--- src/rtl/core/assert_macros.svh ---
// Assertion macros for the core RTL.
`ifndef ASSERT_MACROS_SVH
`define ASSERT_MACROS_SVH

// Check a property on every clock edge outside of reset.
`define TMR_ASSERT(label, prop, msg) \
  label: assert property (@(posedge clk) disable iff (!rst_n) (prop)) else $error(msg);

// Check a property on every clock edge, reset included.
`define TMR_ASSERT_ALWAYS(label, prop, msg) \
  label: assert property (@(posedge clk) (prop)) else $error(msg);

`endif

--- src/rtl/core/tmr_pkg.sv ---
// Types, constants and orientation mapping for the trackball motion core.
package tmr_pkg;

  localparam int unsigned SCALE_UNIT = 16;
  localparam int unsigned CNT_W      = 8;
  localparam int unsigned GAIN_W     = 8;
  localparam int unsigned MOVE_W     = 17;
  localparam int unsigned DIFF_W     = 18;
  localparam int unsigned IN_DATA_W  = 40;
  localparam int unsigned OUT_DATA_W = 40;
  localparam int unsigned CFG_IDX_W  = 3;
  localparam int unsigned CFG_DATA_W = 8;
  localparam int unsigned BTN_BIT    = 7;

  localparam logic [CFG_IDX_W-1:0] CFG_ORIENT      = 3'd0;
  localparam logic [CFG_IDX_W-1:0] CFG_SCALE_UP    = 3'd1;
  localparam logic [CFG_IDX_W-1:0] CFG_SCALE_DOWN  = 3'd2;
  localparam logic [CFG_IDX_W-1:0] CFG_SCALE_LEFT  = 3'd3;
  localparam logic [CFG_IDX_W-1:0] CFG_SCALE_RIGHT = 3'd4;

  typedef enum logic [1:0] {
    ORIENT_0   = 2'd0,
    ORIENT_90  = 2'd1,
    ORIENT_180 = 2'd2,
    ORIENT_270 = 2'd3
  } orient_t;

  typedef struct packed {
    orient_t             orient;
    logic [GAIN_W-1:0]   gain_up;
    logic [GAIN_W-1:0]   gain_down;
    logic [GAIN_W-1:0]   gain_left;
    logic [GAIN_W-1:0]   gain_right;
  } cfg_t;

  typedef struct packed {
    logic [CNT_W-1:0] left;
    logic [CNT_W-1:0] right;
    logic [CNT_W-1:0] up;
    logic [CNT_W-1:0] down;
  } count_t;

  typedef struct packed {
    logic [CNT_W-1:0]  cnt_a;
    logic [GAIN_W-1:0] gain_a;
    logic [CNT_W-1:0]  cnt_b;
    logic [GAIN_W-1:0] gain_b;
    logic              neg;
  } axis_op_t;

  typedef struct packed {
    axis_op_t x;
    axis_op_t y;
  } axes_t;

  function automatic axes_t map_axes(cfg_t cfg, count_t cnt);
    axes_t m;
    unique case (cfg.orient)
      ORIENT_0: begin
        m.x = '{cnt.right, cfg.gain_right, cnt.left, cfg.gain_left, 1'b0};
        m.y = '{cnt.up, cfg.gain_up, cnt.down, cfg.gain_down, 1'b1};
      end
      ORIENT_90: begin
        m.x = '{cnt.up, cfg.gain_right, cnt.down, cfg.gain_left, 1'b0};
        m.y = '{cnt.right, cfg.gain_down, cnt.left, cfg.gain_up, 1'b0};
      end
      ORIENT_180: begin
        m.x = '{cnt.right, cfg.gain_left, cnt.left, cfg.gain_right, 1'b1};
        m.y = '{cnt.up, cfg.gain_down, cnt.down, cfg.gain_up, 1'b0};
      end
      ORIENT_270: begin
        m.x = '{cnt.up, cfg.gain_left, cnt.down, cfg.gain_right, 1'b1};
        m.y = '{cnt.right, cfg.gain_up, cnt.left, cfg.gain_down, 1'b1};
      end
      default: begin
        m.x = '0;
        m.y = '0;
      end
    endcase
    return m;
  endfunction

endpackage

--- src/rtl/core/tmr_cfg.sv ---
// Configuration register file: orientation and per-direction gains.
module tmr_cfg
  import tmr_pkg::*;
(
  input  logic                  clk,
  input  logic                  rst_n,
  input  logic                  cfg_we,
  input  logic [CFG_IDX_W-1:0]  cfg_index,
  input  logic [CFG_DATA_W-1:0] cfg_wdata,
  output cfg_t                  cfg
);

  cfg_t cfg_r;
  cfg_t cfg_nxt;

  always_comb begin
    cfg_nxt = cfg_r;
    if (cfg_we) begin
      unique case (cfg_index)
        CFG_ORIENT:      cfg_nxt.orient     = orient_t'(cfg_wdata[1:0]);
        CFG_SCALE_UP:    cfg_nxt.gain_up    = cfg_wdata[GAIN_W-1:0];
        CFG_SCALE_DOWN:  cfg_nxt.gain_down  = cfg_wdata[GAIN_W-1:0];
        CFG_SCALE_LEFT:  cfg_nxt.gain_left  = cfg_wdata[GAIN_W-1:0];
        CFG_SCALE_RIGHT: cfg_nxt.gain_right = cfg_wdata[GAIN_W-1:0];
        default:         cfg_nxt = cfg_r;
      endcase
    end
  end

  always_ff @(posedge clk) begin
    if (!rst_n) begin
      cfg_r.orient     <= ORIENT_270;
      cfg_r.gain_up    <= GAIN_W'(SCALE_UNIT);
      cfg_r.gain_down  <= GAIN_W'(SCALE_UNIT);
      cfg_r.gain_left  <= GAIN_W'(SCALE_UNIT);
      cfg_r.gain_right <= GAIN_W'(SCALE_UNIT);
    end else begin
      cfg_r <= cfg_nxt;
    end
  end

  assign cfg = cfg_r;

endmodule

--- src/rtl/core/tmr_axis.sv ---
// One axis: two scaled counts, difference, sign and division by the scale unit.
module tmr_axis
  import tmr_pkg::*;
(
  input  axis_op_t                  op,
  output logic signed [MOVE_W-1:0]  move
);

  localparam logic signed [DIFF_W-1:0] SCALE_DIV = DIFF_W'(SCALE_UNIT);

  logic        [CNT_W+GAIN_W-1:0] prod_a;
  logic        [CNT_W+GAIN_W-1:0] prod_b;
  logic signed [DIFF_W-1:0]       diff;
  logic signed [DIFF_W-1:0]       signed_diff;
  logic signed [DIFF_W-1:0]       quot;

  assign prod_a      = op.cnt_a * op.gain_a;
  assign prod_b      = op.cnt_b * op.gain_b;
  assign diff        = $signed({2'b00, prod_a}) - $signed({2'b00, prod_b});
  assign signed_diff = op.neg ? -diff : diff;
  // truncate toward zero
  assign quot        = signed_diff / SCALE_DIV;
  assign move        = quot[MOVE_W-1:0];

endmodule

--- src/rtl/core/trackball_motion_to_relative_core.sv ---
// Top level: poll register, axis mapping and scaling, button tracking, result register.
//
//  channel | port group            | direction | contents
//  --------+-----------------------+-----------+-------------------------------------
//  input   | in_tvalid/tready/...  | in        | one sensor poll per word
//  result  | out_tvalid/tready/... | out       | X/Y move and button event per word
//  config  | cfg_we/index/wdata    | in        | orientation and four gains
//
//  An accepted poll passes through the poll register and then the result register.
//  A new word is accepted every cycle while the result side keeps up.
//  Polls with a clear motion flag are accepted and produce no result word.
//  A stalled result holds the poll register; in_tready drops only when both are full.
//  Reset is synchronous; it empties both registers and restores config defaults.
`include "assert_macros.svh"

module trackball_motion_to_relative_core
  import tmr_pkg::*;
(
  input  logic                  clk,
  input  logic                  rst_n,
  input  logic                  in_tvalid,
  output logic                  in_tready,
  // count_left, count_right, count_up, count_down, button_byte
  input  logic [IN_DATA_W-1:0]  in_tdata,
  // motion_flag
  input  logic                  in_tuser,
  output logic                  out_tvalid,
  input  logic                  out_tready,
  // move_x, move_y, button_changed, button_down, zero fill
  output logic [OUT_DATA_W-1:0] out_tdata,
  input  logic                  cfg_we,
  input  logic [CFG_IDX_W-1:0]  cfg_index,
  input  logic [CFG_DATA_W-1:0] cfg_wdata
);

  cfg_t cfg;

  logic   s1_vld_r;
  logic   s1_vld_nxt;
  count_t cnt_r;
  logic   btn_r;

  logic                       out_vld_r;
  logic                       out_vld_nxt;
  logic signed [MOVE_W-1:0]   move_x_r;
  logic signed [MOVE_W-1:0]   move_y_r;
  logic                       chg_r;
  logic                       down_r;
  logic                       prev_btn_r;

  logic                       in_go;
  logic                       out_free;
  logic                       s1_go;
  axes_t                      axes;
  logic signed [MOVE_W-1:0]   move_x;
  logic signed [MOVE_W-1:0]   move_y;

  tmr_cfg u_cfg (
    .clk       (clk),
    .rst_n     (rst_n),
    .cfg_we    (cfg_we),
    .cfg_index (cfg_index),
    .cfg_wdata (cfg_wdata),
    .cfg       (cfg)
  );

  assign out_free  = !out_vld_r || out_tready;
  assign s1_go     = s1_vld_r && out_free;
  assign in_tready = !s1_vld_r || out_free;
  assign in_go     = in_tvalid && in_tready;

  // drop polls without motion at the door
  assign s1_vld_nxt  = in_go ? in_tuser : (s1_vld_r && !s1_go);
  assign out_vld_nxt = s1_go || (out_vld_r && !out_tready);

  assign axes = map_axes(cfg, cnt_r);

  tmr_axis u_axis_x (
    .op   (axes.x),
    .move (move_x)
  );

  tmr_axis u_axis_y (
    .op   (axes.y),
    .move (move_y)
  );

  always_ff @(posedge clk) begin
    if (!rst_n) begin
      s1_vld_r   <= 1'b0;
      out_vld_r  <= 1'b0;
      prev_btn_r <= 1'b0;
    end else begin
      s1_vld_r  <= s1_vld_nxt;
      out_vld_r <= out_vld_nxt;
      if (s1_go) begin
        prev_btn_r <= btn_r;
      end
    end
  end

  always_ff @(posedge clk) begin
    if (in_go) begin
      cnt_r.left  <= in_tdata[7:0];
      cnt_r.right <= in_tdata[15:8];
      cnt_r.up    <= in_tdata[23:16];
      cnt_r.down  <= in_tdata[31:24];
      btn_r       <= in_tdata[32+BTN_BIT];
    end
    if (s1_go) begin
      move_x_r <= move_x;
      move_y_r <= move_y;
      chg_r    <= btn_r ^ prev_btn_r;
      down_r   <= btn_r;
    end
  end

  assign out_tvalid = out_vld_r;
  assign out_tdata  = {4'b0000, down_r, chg_r, move_y_r, move_x_r};

  `TMR_ASSERT_ALWAYS(a_rst_empty, !rst_n |=> !out_tvalid, "result valid after reset")
  `TMR_ASSERT(a_flag_fills, (in_go && in_tuser) |=> s1_vld_r, "flagged poll lost")
  `TMR_ASSERT(a_btn_track, s1_go |=> (prev_btn_r == out_tdata[2*MOVE_W+1]),
              "button state out of step with result")

endmodule
--- config.mk ---
export PLATFORM = sky130hd
export DESIGN_NAME = trackball_motion_to_relative_core
export DESIGN_NICKNAME = d
export VERILOG_FILES = /design/src/rtl/core/tmr_pkg.sv /design/src/rtl/core/tmr_cfg.sv /design/src/rtl/core/tmr_axis.sv /design/src/rtl/core/trackball_motion_to_relative_core.sv
export VERILOG_INCLUDE_DIRS = /design/src /design/src/rtl/core
export SDC_FILE = /design/constraint.sdc
export NUM_CORES = 1
export LEC_CHECK = 0
export ABC_AREA = 1
export BUFFER_PORTS_ARGS = -buffer_cell sky130_fd_sc_hd__buf_2
export CORE_AREA = 2 2 171 240
export CTS_CLUSTER_DIAMETER = 150
export DETAILED_ROUTE_END_ITERATION = 6
export DIE_AREA = 0 0 173 242
export SETUP_SLACK_MARGIN = 0.1
export SYNTH_ARGS = -nofsm -noshare
export SYNTH_HDL_FRONTEND = slang
export SYNTH_SLANG_ARGS = --single-unit
--- constraint.sdc ---
create_clock -name clk -period 20.2 [get_ports clk]
set_input_delay 4.04 -clock clk [delete_from_list [all_inputs] [get_ports clk]]
set_output_delay 4.04 -clock clk [all_outputs]
set_load 0.02 [all_outputs]
==> After elaboration in Yosys (flattened, before gate mapping) <==
Index checks and enable logic that the tools add are counted.
{ "classes": {"mul": 4, "bitwise_logic": 3, "n_mux": 4, "n_eq_ne": 7, "n_reduce_logical": 20, "n_addsub": 6} }
{ "op_table": {"columns": ["cell", "n"], "rows": [
  ["$pmux 66 s4", 1],
  ["$mul 8x8->16", 4],
  ["$mux 18", 2],
  ["$neg 18->18", 2],
  ["$add 17x1->17", 2],
  ["$sub 16x16->17", 2],
  ["$reduce_and 2->1", 5],
  ["$reduce_or 4->1", 2],
  ["$eq 3x2->1 const B", 2],
  ["$eq 2x2->1 const B", 2],
  ["$logic_and 1x1->1", 4],
  ["$logic_not 1->1", 4],
  ["$eq 3x1->1 const B", 1],
  ["$eq 3x3->1 const B", 1],
  ["$logic_not 3->1", 1],
  ["$logic_or 1x1->1", 3],
  ["$and 1x1->1", 2],
  ["$eq 2x1->1 const B", 1],
  ["$logic_not 2->1", 1],
  ["$mux 1", 1],
  ["$xor 1x1->1", 1]
]} }
{ "totals": {"ff_bits": 106, "elab_cells": 61, "input_bits": 57, "output_inout_bits": 42} }

==> Depth between registers and ports, before layout <==
Gate-level depths: netlist (run 1).
{ "logic_depth": {"ltp_word": 9, "mapped_depth": 47} }

==> Modules after synthesis <==
From an unflattened synthesis (run 1), not the netlist that was laid out.
{ "unflattened": {"hier_cells": 2254, "area_unflattened_um2": 16643.5} }
{ "by_module_without_submodules": {"columns": ["mod", "instances", "area_each_um2", "cells_per_inst"], "rows": [
  ["tmr_axis (u_axis_y)", 1, 5947.0, 875],
  ["tmr_axis (u_axis_x)", 1, 5850.6, 864],
  ["trackball_motion_to_relative_core", 1, 3434.5, 314],
  ["tmr_cfg", 1, 1411.4, 201]
]} }

==> Worst setup path before layout (run 1) <==
OpenSTA, ideal clock, no wires.
{ "synth_timing": {"path_type": "in2out", "start": "input out_tready", "end": "output in_tready", "n_path_buf": 0, "t_arrival_ps": 4293, "required_time_ps": 16160, "cell_stages": 2, "setup_slack_ps": 11867, "cell_sequence": "inv_1 nand3_1"} }
{ "synth_between": {"elab_chain_cells": 2} }
{ "synth_rtl": {"columns": ["item", "line", "text"], "rows": [
  ["start, declared", "trackball_motion_to_relative_core.sv:28", "input logic out_tready,"],
  ["$logic_or 1x1->1", "trackball_motion_to_relative_core.sv:67", "assign out_free = !out_vld_r || out_tready;"],
  ["$logic_or 1x1->1", "trackball_motion_to_relative_core.sv:69", "assign in_tready = !s1_vld_r || out_free;"],
  ["end, declared", "trackball_motion_to_relative_core.sv:22", "output logic in_tready,"]
]} }
Every way passes these cells.

==> Worst setup path in the final report (run 1) <==
{ "layout_timing": {"start": "register u_cfg.cfg_r (netlist bit u_cfg.cfg[33])", "end": "register move_x_r[15] (data pin)"} }
{ "layout_between": {"elab_chain_cells": 9} }
{ "layout_rtl": {"columns": ["item", "line", "text"], "rows": [
  ["start, declared", "tmr_cfg.sv:13", "cfg_t cfg_r;"],
  ["start signal, assigned", "tmr_cfg.sv:38", "cfg_r <= cfg_nxt;"],
  ["$eq 2x2->1 (tied with other cells)", "tmr_pkg.sv:58", "unique case (cfg.orient)"],
  ["$pmux 66 s4 (*)", "tmr_pkg.sv:58", null],
  ["$mul 8x8->16 (on tied branches)", "tmr_axis.sv:17, tmr_axis.sv:18", null],
  ["$sub 16x16->17", "tmr_axis.sv:19", "assign diff = $signed({2'b00, prod_a}) - $signed({2'b00, prod_b});"],
  ["$neg 18->18", "tmr_axis.sv:20", "assign signed_diff = op.neg ? -diff : diff;"],
  ["$mux 18 (*)", "tmr_axis.sv:20", null],
  ["$reduce_or 4->1 (no source line)", null, null],
  ["$and 1x1->1 (no source line)", null, null],
  ["$add 17x1->17 (no source line) (*)", null, null],
  ["named net move_x[15]", "trackball_motion_to_relative_core.sv:55", "logic signed [MOVE_W-1:0] move_x;"],
  ["end signal, assigned", "trackball_motion_to_relative_core.sv:111", "move_x_r <= move_x;"],
  ["end, declared", "trackball_motion_to_relative_core.sv:45", "logic signed [MOVE_W-1:0] move_x_r;"]
]} }
Mark *: on every way through the listed nets, which the timed path passes. The rest lies on a longest branch.
A chain may end at the register's enable or synchronous reset.

==> run summary, run 1 <==
H-tree levels: 3
Flip-flop and latch count after synthesis: 106
Filler instances: 4,184
Final instance area: 17,030 µm²
Diodes inserted: 0
Synth Instances: 2,056
Hold/Removal Path Class: reg -> reg
Syn avg cell area: 7.628 µm²
Max-cap viol count: 0
Wire per inst: 14.73 µm
Initial standard-cell utilization of the core: 39.37%
Buffer depth of the longest clock path: 2
Clock latency at the later pin of the worst-skew pair: 0.38 ns
Number of distinct library cells after synthesis: 47
Post-synth EDFFs: 69
Proportion of layout cells with a drive suffix above 1: 8.773%
Post-synthesis cell area: 15,680 µm²
Kind of start point of the critical path: flop
Post-detailed-route via-to-cell ratio: 4.836
Number of antenna violations at the first check in global routing: 1
Post-route ant nets: 0
# DRC: 0
Longest individual stage delay on the worst path: 1.01 ns
Slew margin rel.: 14.81%
Maximum number of pins on one net before global-route repair: 36
TritonCTS clock tree: done
Post-placement cell area: 16,740 µm²
Chip Width: 173 µm
Clock Skew: 0.01665 ns
Wire length of the first global-routing pass: 66,260 µm
Root buffer cell: clkbuf_16
Slowest cell on the critical path: dfxtp_1
Cts hold-fix bufs: 0
Final RePlAce weighted congestion: 0.8890
Yosys Warn Count: 0
Vias in the first global route: 13,840
Summed negative setup slack over all endpoints: 0 ns
Number of rows created at floorplan: 87
Iteration-0 DRC Markers: 442
Setup-violating endpoint count in the final report: 0
Post-CTS setup buffer count: 0
DR vias: 12,950
Setup Crit Path Kind: reg -> reg
Required time of the critical path: 20.32 ns
Post-cts repair resize count: 0
Total half-perimeter wirelength after legalization and detailed placement: 34,580 µm
Vertical die dimension: 242 µm
Sequential-to-total area share from yosys stat: 17.93%
Most common library cell in the layout ignoring fill and taps: inv_1
Pre-antenna DRT Iters: 5
Maximum fanout along the worst path: 35
Arrival @ worst endpoint: 10.46 ns
Final critical delay including setup and external delays: 10.34 ns
Clock tree sinks: 106
Dominant register cell in the synthesized netlist: edfxtp_1
Unrepaired setup endpoints after global routing: false
Max Clock Freq: 96.74 MHz
Synthesis-to-layout area growth: 8.560%
Top library cells by usage in the layout, fill and taps aside: inv_1 (541), nand2_1 (497), fa_1 (198)
Number of buffers created by CTS: 9
Crit end category: flop
Share of flip-flops with an asynchronous set or reset: 0%
Nets: 2,535
Status: completed
Std-Cell Core Area: 39,840 µm²
Clock transition at path regs: 0.08 ns
WL final: 39,420 µm
Total global routing overflow: 0
GRT Total Usage: 19.83%
Final critical-path share of the clock period: 51.17%
Hold violation count in the final report: 0
Worst Tran Pin Value: 1.274 ns
Pins over their slew limit: 0
I/O pin total: 99
Die Outline Area: 41,870 µm²
Port buffer count: 87
==> cell type report <==
class | instances | area (µm²) | area share, %
clock buffers | 10 | 229.0 | 1.345
clock inverters | 6 | 56.30 | 0.3307
inverters | 550 | 2064 | 12.13
multi-input cells | 1369 | 10650 | 62.54
flip-flops and latches | 106 | 2813 | 16.52
well taps | 534 | 668.1 | 3.924
repair buffers | 102 | 548.0 | 3.219
==> stage by stage <==
step / setup WS (ns) / util, % / cells / hold slack [ns]
finish: 9.863 / 42.74 / 2677 / 0.4734
floorplan: 11.87 / - / 2059 / 0.4389
CTS: 9.862 / 42.74 / 2677 / 0.4714
detailed placement: 9.865 / 42.02 / 2661 / 0.4593
global route: 9.143 / 42.74 / 2677 / 0.4978
global placement: 10.09 / 42.02 / 2661 / 0.4517
==> path summary, 6_finish.rpt <==
check / start / slack, ns / cells after the start / end
worst max-delay path: u_cfg.cfg[33]$_SDFFE_PN1P_ / 9.86 / 38 / move_x_r[15]$_DFFE_PP_
worst min register to register: u_cfg.cfg[5]$_SDFFE_PN0P_ / 0.47 / 2 / u_cfg.cfg[5]$_SDFFE_PN0P_
worst min-delay path: u_cfg.cfg[5]$_SDFFE_PN0P_ / 0.47 / 2 / u_cfg.cfg[5]$_SDFFE_PN0P_
worst max register to register: u_cfg.cfg[33]$_SDFFE_PN1P_ / 9.86 / 38 / move_x_r[15]$_DFFE_PP_
==> flip-flops by register name (all words and copies together), names as in the netlist <==
name / count
cnt_r: 32
down_r: 1
s1_vld_r: 1
btn_r: 1
u_cfg.cfg: 34
prev_btn_r: 1
move_y_r: 17
move_x_r: 17
chg_r: 1
out_tvalid: 1
==> cell usage after synthesis, types with 5 or more instances <==
cell type,number,area (µm²)
a32oi_1,15,131.4
nand2_1,497,1866
clkbuf_1,22,82.58
nand4_1,19,118.9
o21ai_0,48,240.2
o32ai_1,16,140.1
ha_1,142,1777
dfxtp_1,37,740.7
nor2_4,6,67.56
nor2_2,7,43.79
xor2_1,14,122.6
nand3_1,95,475.5
nor3_1,6,30.03
edfxtp_1,69,2072
fa_1,198,3964
nand3_2,9,90.09
xnor2_1,11,96.34
nor2_1,153,574.3
buf_4,7,52.55
inv_1,541,2031
o211ai_1,5,37.54
inv_2,7,26.28
nand2_2,28,175.2
a32o_1,17,170.2
a21oi_1,53,265.3
==> cells by family after synthesis <==
kind of cell    after synthesis  share of synthesized area, %
simple gates                834                         22.72
other cells                   1                       0.02391
xor+xnor                     28                         1.779
buf+inv                     584                         14.25
flops                       106                         17.93
compound gates              163                         6.693
fa+ha+maj                   340                         36.60
==> per-layer routing <==
layer | vias up | track usage (%) | wire length, µm
met1 | 6215 | 18.69 | 13700
met4 | 2 | 10.89 | 2128
met2 | 235 | 40.84 | 22670
met5 | - | 0 | 13
li1 | 6386 | - | -
met3 | 109 | 1.930 | 909
==> critical path: cells and delay by family (launching register included) <==
| family | cells | cell delay, ns |
|---|---|---|
| adder cells (fa/ha/maj) | 9 | 4.10 |
| AND/OR/NAND/NOR | 20 | 2.54 |
| AO/OA/AOI/OAI | 3 | 1.31 |
| buffers and inverters | 6 | 1.09 |
| flip-flops | 1 | 1.01 |
Power of run 1 is not shown: default switching activity piles up to over one toggle a cycle in this logic, so the estimate is an artifact.
==> inputs of run 2 (changes only) <==
Settings changed: ABC_AREA 1 to 0, CORE_AREA 2 2 171 240 to 2 2 169 238, DIE_AREA 0 0 173 242 to 0 0 171 240.
Clock period 20.2 ns to 10.5 ns, I/O delays scaled along.
==> run 2 against run 1 <==
  * Non-clock buffer count increased by 5
  * Final area fell by 1.7%
  * Via count is 6.8% lower
  * Highest routed layer is now met4
  * Flip-flop and latch count unchanged
  * Count of clock-buffer cells in the layout is 1 lower
  * First-iteration DRC count up 66%
  * Critical endpoint is now move_x_r[10]$_DFFE_PP_
  * Largest cell class unchanged
==> run summary, run 2 <==
Maximum number of pins on one net before global-route repair: 38
Clock latency at the later pin of the worst-skew pair: 0.38 ns
Post-placement cell area: 16,390 µm²
Largest vdd supply drop: 0.2792 mV
Pwr dens: 323.5 nW/µm²
Nets: 2,170
Flip-flop and latch count after synthesis: 106
Number of distinct library cells after synthesis: 90
Final critical-path share of the clock period: 93.15%
Setup Crit Path Kind: reg -> reg
Longest individual stage delay on the worst path: 0.65 ns
Total global routing overflow: 0
Die Outline Area: 41,040 µm²
Diodes inserted: 0
Leak: 7.581 nW
Cell types occupying the most area after synthesis: fa_1 (26%), edfxtp_1 (13%), ha_1 (12%), inv_1 (7.5%), nand2_1 (5.1%)
GRT Total Usage: 19.84%
Wire per inst: 17.10 µm
Category of cells accounting for the largest share of critical-path delay: adder cells
Setup-violating endpoint count in the final report: 0
Number of antenna violations at the first check in global routing: 0
Buffer depth of the longest clock path: 2
TritonCTS clock tree: done
Flip-flop count of the largest register after layout: 34
Final critical delay including setup and external delays: 9.781 ns
Share of flip-flops with an asynchronous set or reset: 0%
Slack of the worst reg-to-reg path: 0.72 ns
Most frequent cell after synthesis: inv_1
Total power draw: 5.418 mW
Post-detailed-route via-to-cell ratio: 5.235
Leading cell types by count after synthesis: inv_1 (306), nand2_1 (210), fa_1 (198), nor2_1 (172), ha_1 (142)
Slew margin rel.: 30.29%
Post-route setup slack: 0.7188 ns
Critical hold path startpoint: u_cfg.cfg[13]$_SDFFE_PN0P_
Hold path cells: 2
Status: completed
Yosys Warn Count: 0
Wire length of the first global-routing pass: 62,160 µm
WL final: 39,430 µm
Sequential-to-total area share from yosys stat: 18.27%
Synth Instances: 1,704
Number of rows created at floorplan: 86
Post-synthesis cell area: 15,390 µm²
Synthesis-to-layout area growth: 8.769%
Clock Skew: 0.01267 ns
Proportion of layout cells with a drive suffix above 1: 10.24%
# DRC: 0
Maximum fanout along the worst path: 29
Initial standard-cell utilization of the core: 39.52%
Layout Utilization: 42.99%
Clock transition at path regs: 0.08 ns
Final instance area: 16,740 µm²
Top cell type by total area after synthesis: fa_1
Cts hold-fix bufs: 0
Syn avg cell area: 9.034 µm²
Max Clock Freq: 102.2 MHz
Pins over their slew limit: 0
Number of buffers created by CTS: 9
Hold/Removal Path Class: reg -> reg
Slowest cell on the critical path: a2111oi_0
Vertical die dimension: 240 µm
Arrival @ worst endpoint: 9.91 ns
Buffers and inverters on the worst path: 6
Crit end category: flop
Most common library cell in the layout ignoring fill and taps: inv_1
Unrepaired setup endpoints after global routing: false
Required time of the critical path: 10.63 ns
Chip Width: 171 µm
Dominant register cell in the synthesized netlist: edfxtp_1
Root buffer cell: clkbuf_16
Launch point of the worst reg-to-reg path: u_cfg.cfg[32]$_SDFFE_PN1P_
Port buffer count: 87
Path depth of the worst reg2reg path: 32
Vias in the first global route: 11,990
Max-cap viol count: 0
H-tree levels: 3
Hold violation count in the final report: 0
Cell seen most often among critical-path stages: fa_1
Final RePlAce weighted congestion: 0.9202
Total half-perimeter wirelength after legalization and detailed placement: 33,320 µm
Worst slack at placement: 0.4939 ns
Clock tree sinks: 106
Kind of start point of the critical path: flop
Worst Hold End: u_cfg.cfg[13]$_SDFFE_PN0P_
Summed negative setup slack over all endpoints: 0 ns
DP Cell Count: 2,287
I/O pin total: 99
Post-synth EDFFs: 69
Iteration-0 DRC Markers: 732
Post-route ant nets: 0
Area fraction of the dominant cell type after synthesis: 25.75%
Fin Hold WS: 0.5007 ns
Filler-free cell count of the finished design: 2,306
Top library cells by usage in the layout, fill and taps aside: inv_1 (306), nand2_1 (210), fa_1 (198)
Capture point of the worst reg-to-reg path: move_x_r[10]$_DFFE_PP_
Std-Cell Core Area: 38,950 µm²
Worst Tran Pin Value: 1.043 ns
DR vias: 12,070
Pre-antenna DRT Iters: 6
==> run 2: where the power goes <==
group	internal, mW	leakage, nW	switching, mW
Clock	0.192	0.156	0.180
Sequential	0.637	0.954	0.0257
Combinational	1.71	6.47	2.67
==> run 2: area by class of cell <==
type	instances	area, µm²
Multi-Input combinational cell	1242	11220
Timing Repair Buffer	107	585.6
Clock buffer	9	225.2
Inverter	307	1152
Clock inverter	7	92.59
Fill cell	4009	22210
Sequential cell	106	2813
Tap cell	528	660.6
==> run 2: how the worst max path moves through the flow <==
stage	from	endpoint	slack, ns	cells after the start
after floorplan	u_cfg.cfg[33]$_SDFFE_PN1P_	move_y_r[12]$_DFFE_PP_	0.40	38
after global placement	u_cfg.cfg[32]$_SDFFE_PN1P_	move_y_r[12]$_DFFE_PP_	0.63	28
after detailed placement	u_cfg.cfg[32]$_SDFFE_PN1P_	move_y_r[12]$_DFFE_PP_	0.49	29
after CTS	u_cfg.cfg[32]$_SDFFE_PN1P_	move_y_r[12]$_DFFE_PP_	0.44	29
after global routing	u_cfg.cfg[32]$_SDFFE_PN1P_	move_y_r[12]$_DFFE_PP_	0.21	33
final	u_cfg.cfg[32]$_SDFFE_PN1P_	move_x_r[10]$_DFFE_PP_	0.72	32
==> run 2: worst min-delay path, delay by kind of cell, from the launching register on <==
family	cells	cell delay, ns
and+or+nand+nor	1	0.05
AOI/OAI and AO/OA	1	0.07
DFF	1	0.33
==> run 2: logic make-up after synthesis <==
kind of cell | after synthesis | synth area share, %
AOI/OAI and AO/OA | 260 | 12.79
xor gates and xnor gates | 76 | 4.681
adders and majority gates | 340 | 37.29
buffers and inverters | 359 | 9.135
DFF | 106 | 18.27
muxes | 33 | 2.243
other | 1 | 0.02436
and+or+nand+nor | 529 | 15.56
==> run 2: timing repair <==
action,4_1_cts,5_1_grt
setup endpoints to repair,0,5
resized for setup,0,2
endpoints found under the hold margin,0,0
setup buffers,0,3
==> run 2: metal layers <==
layer | share of wire [%] | up-vias | GRT usage (%)
met4 | 5.9 | 0 | 11.50
met5 | 0 | - | 0
met2 | 55 | 286 | 36.73
li1 | - | 5697 | -
met1 | 36 | 5987 | 21.53
met3 | 3.0 | 102 | 2.403
(Power assumes the default switching activity.)
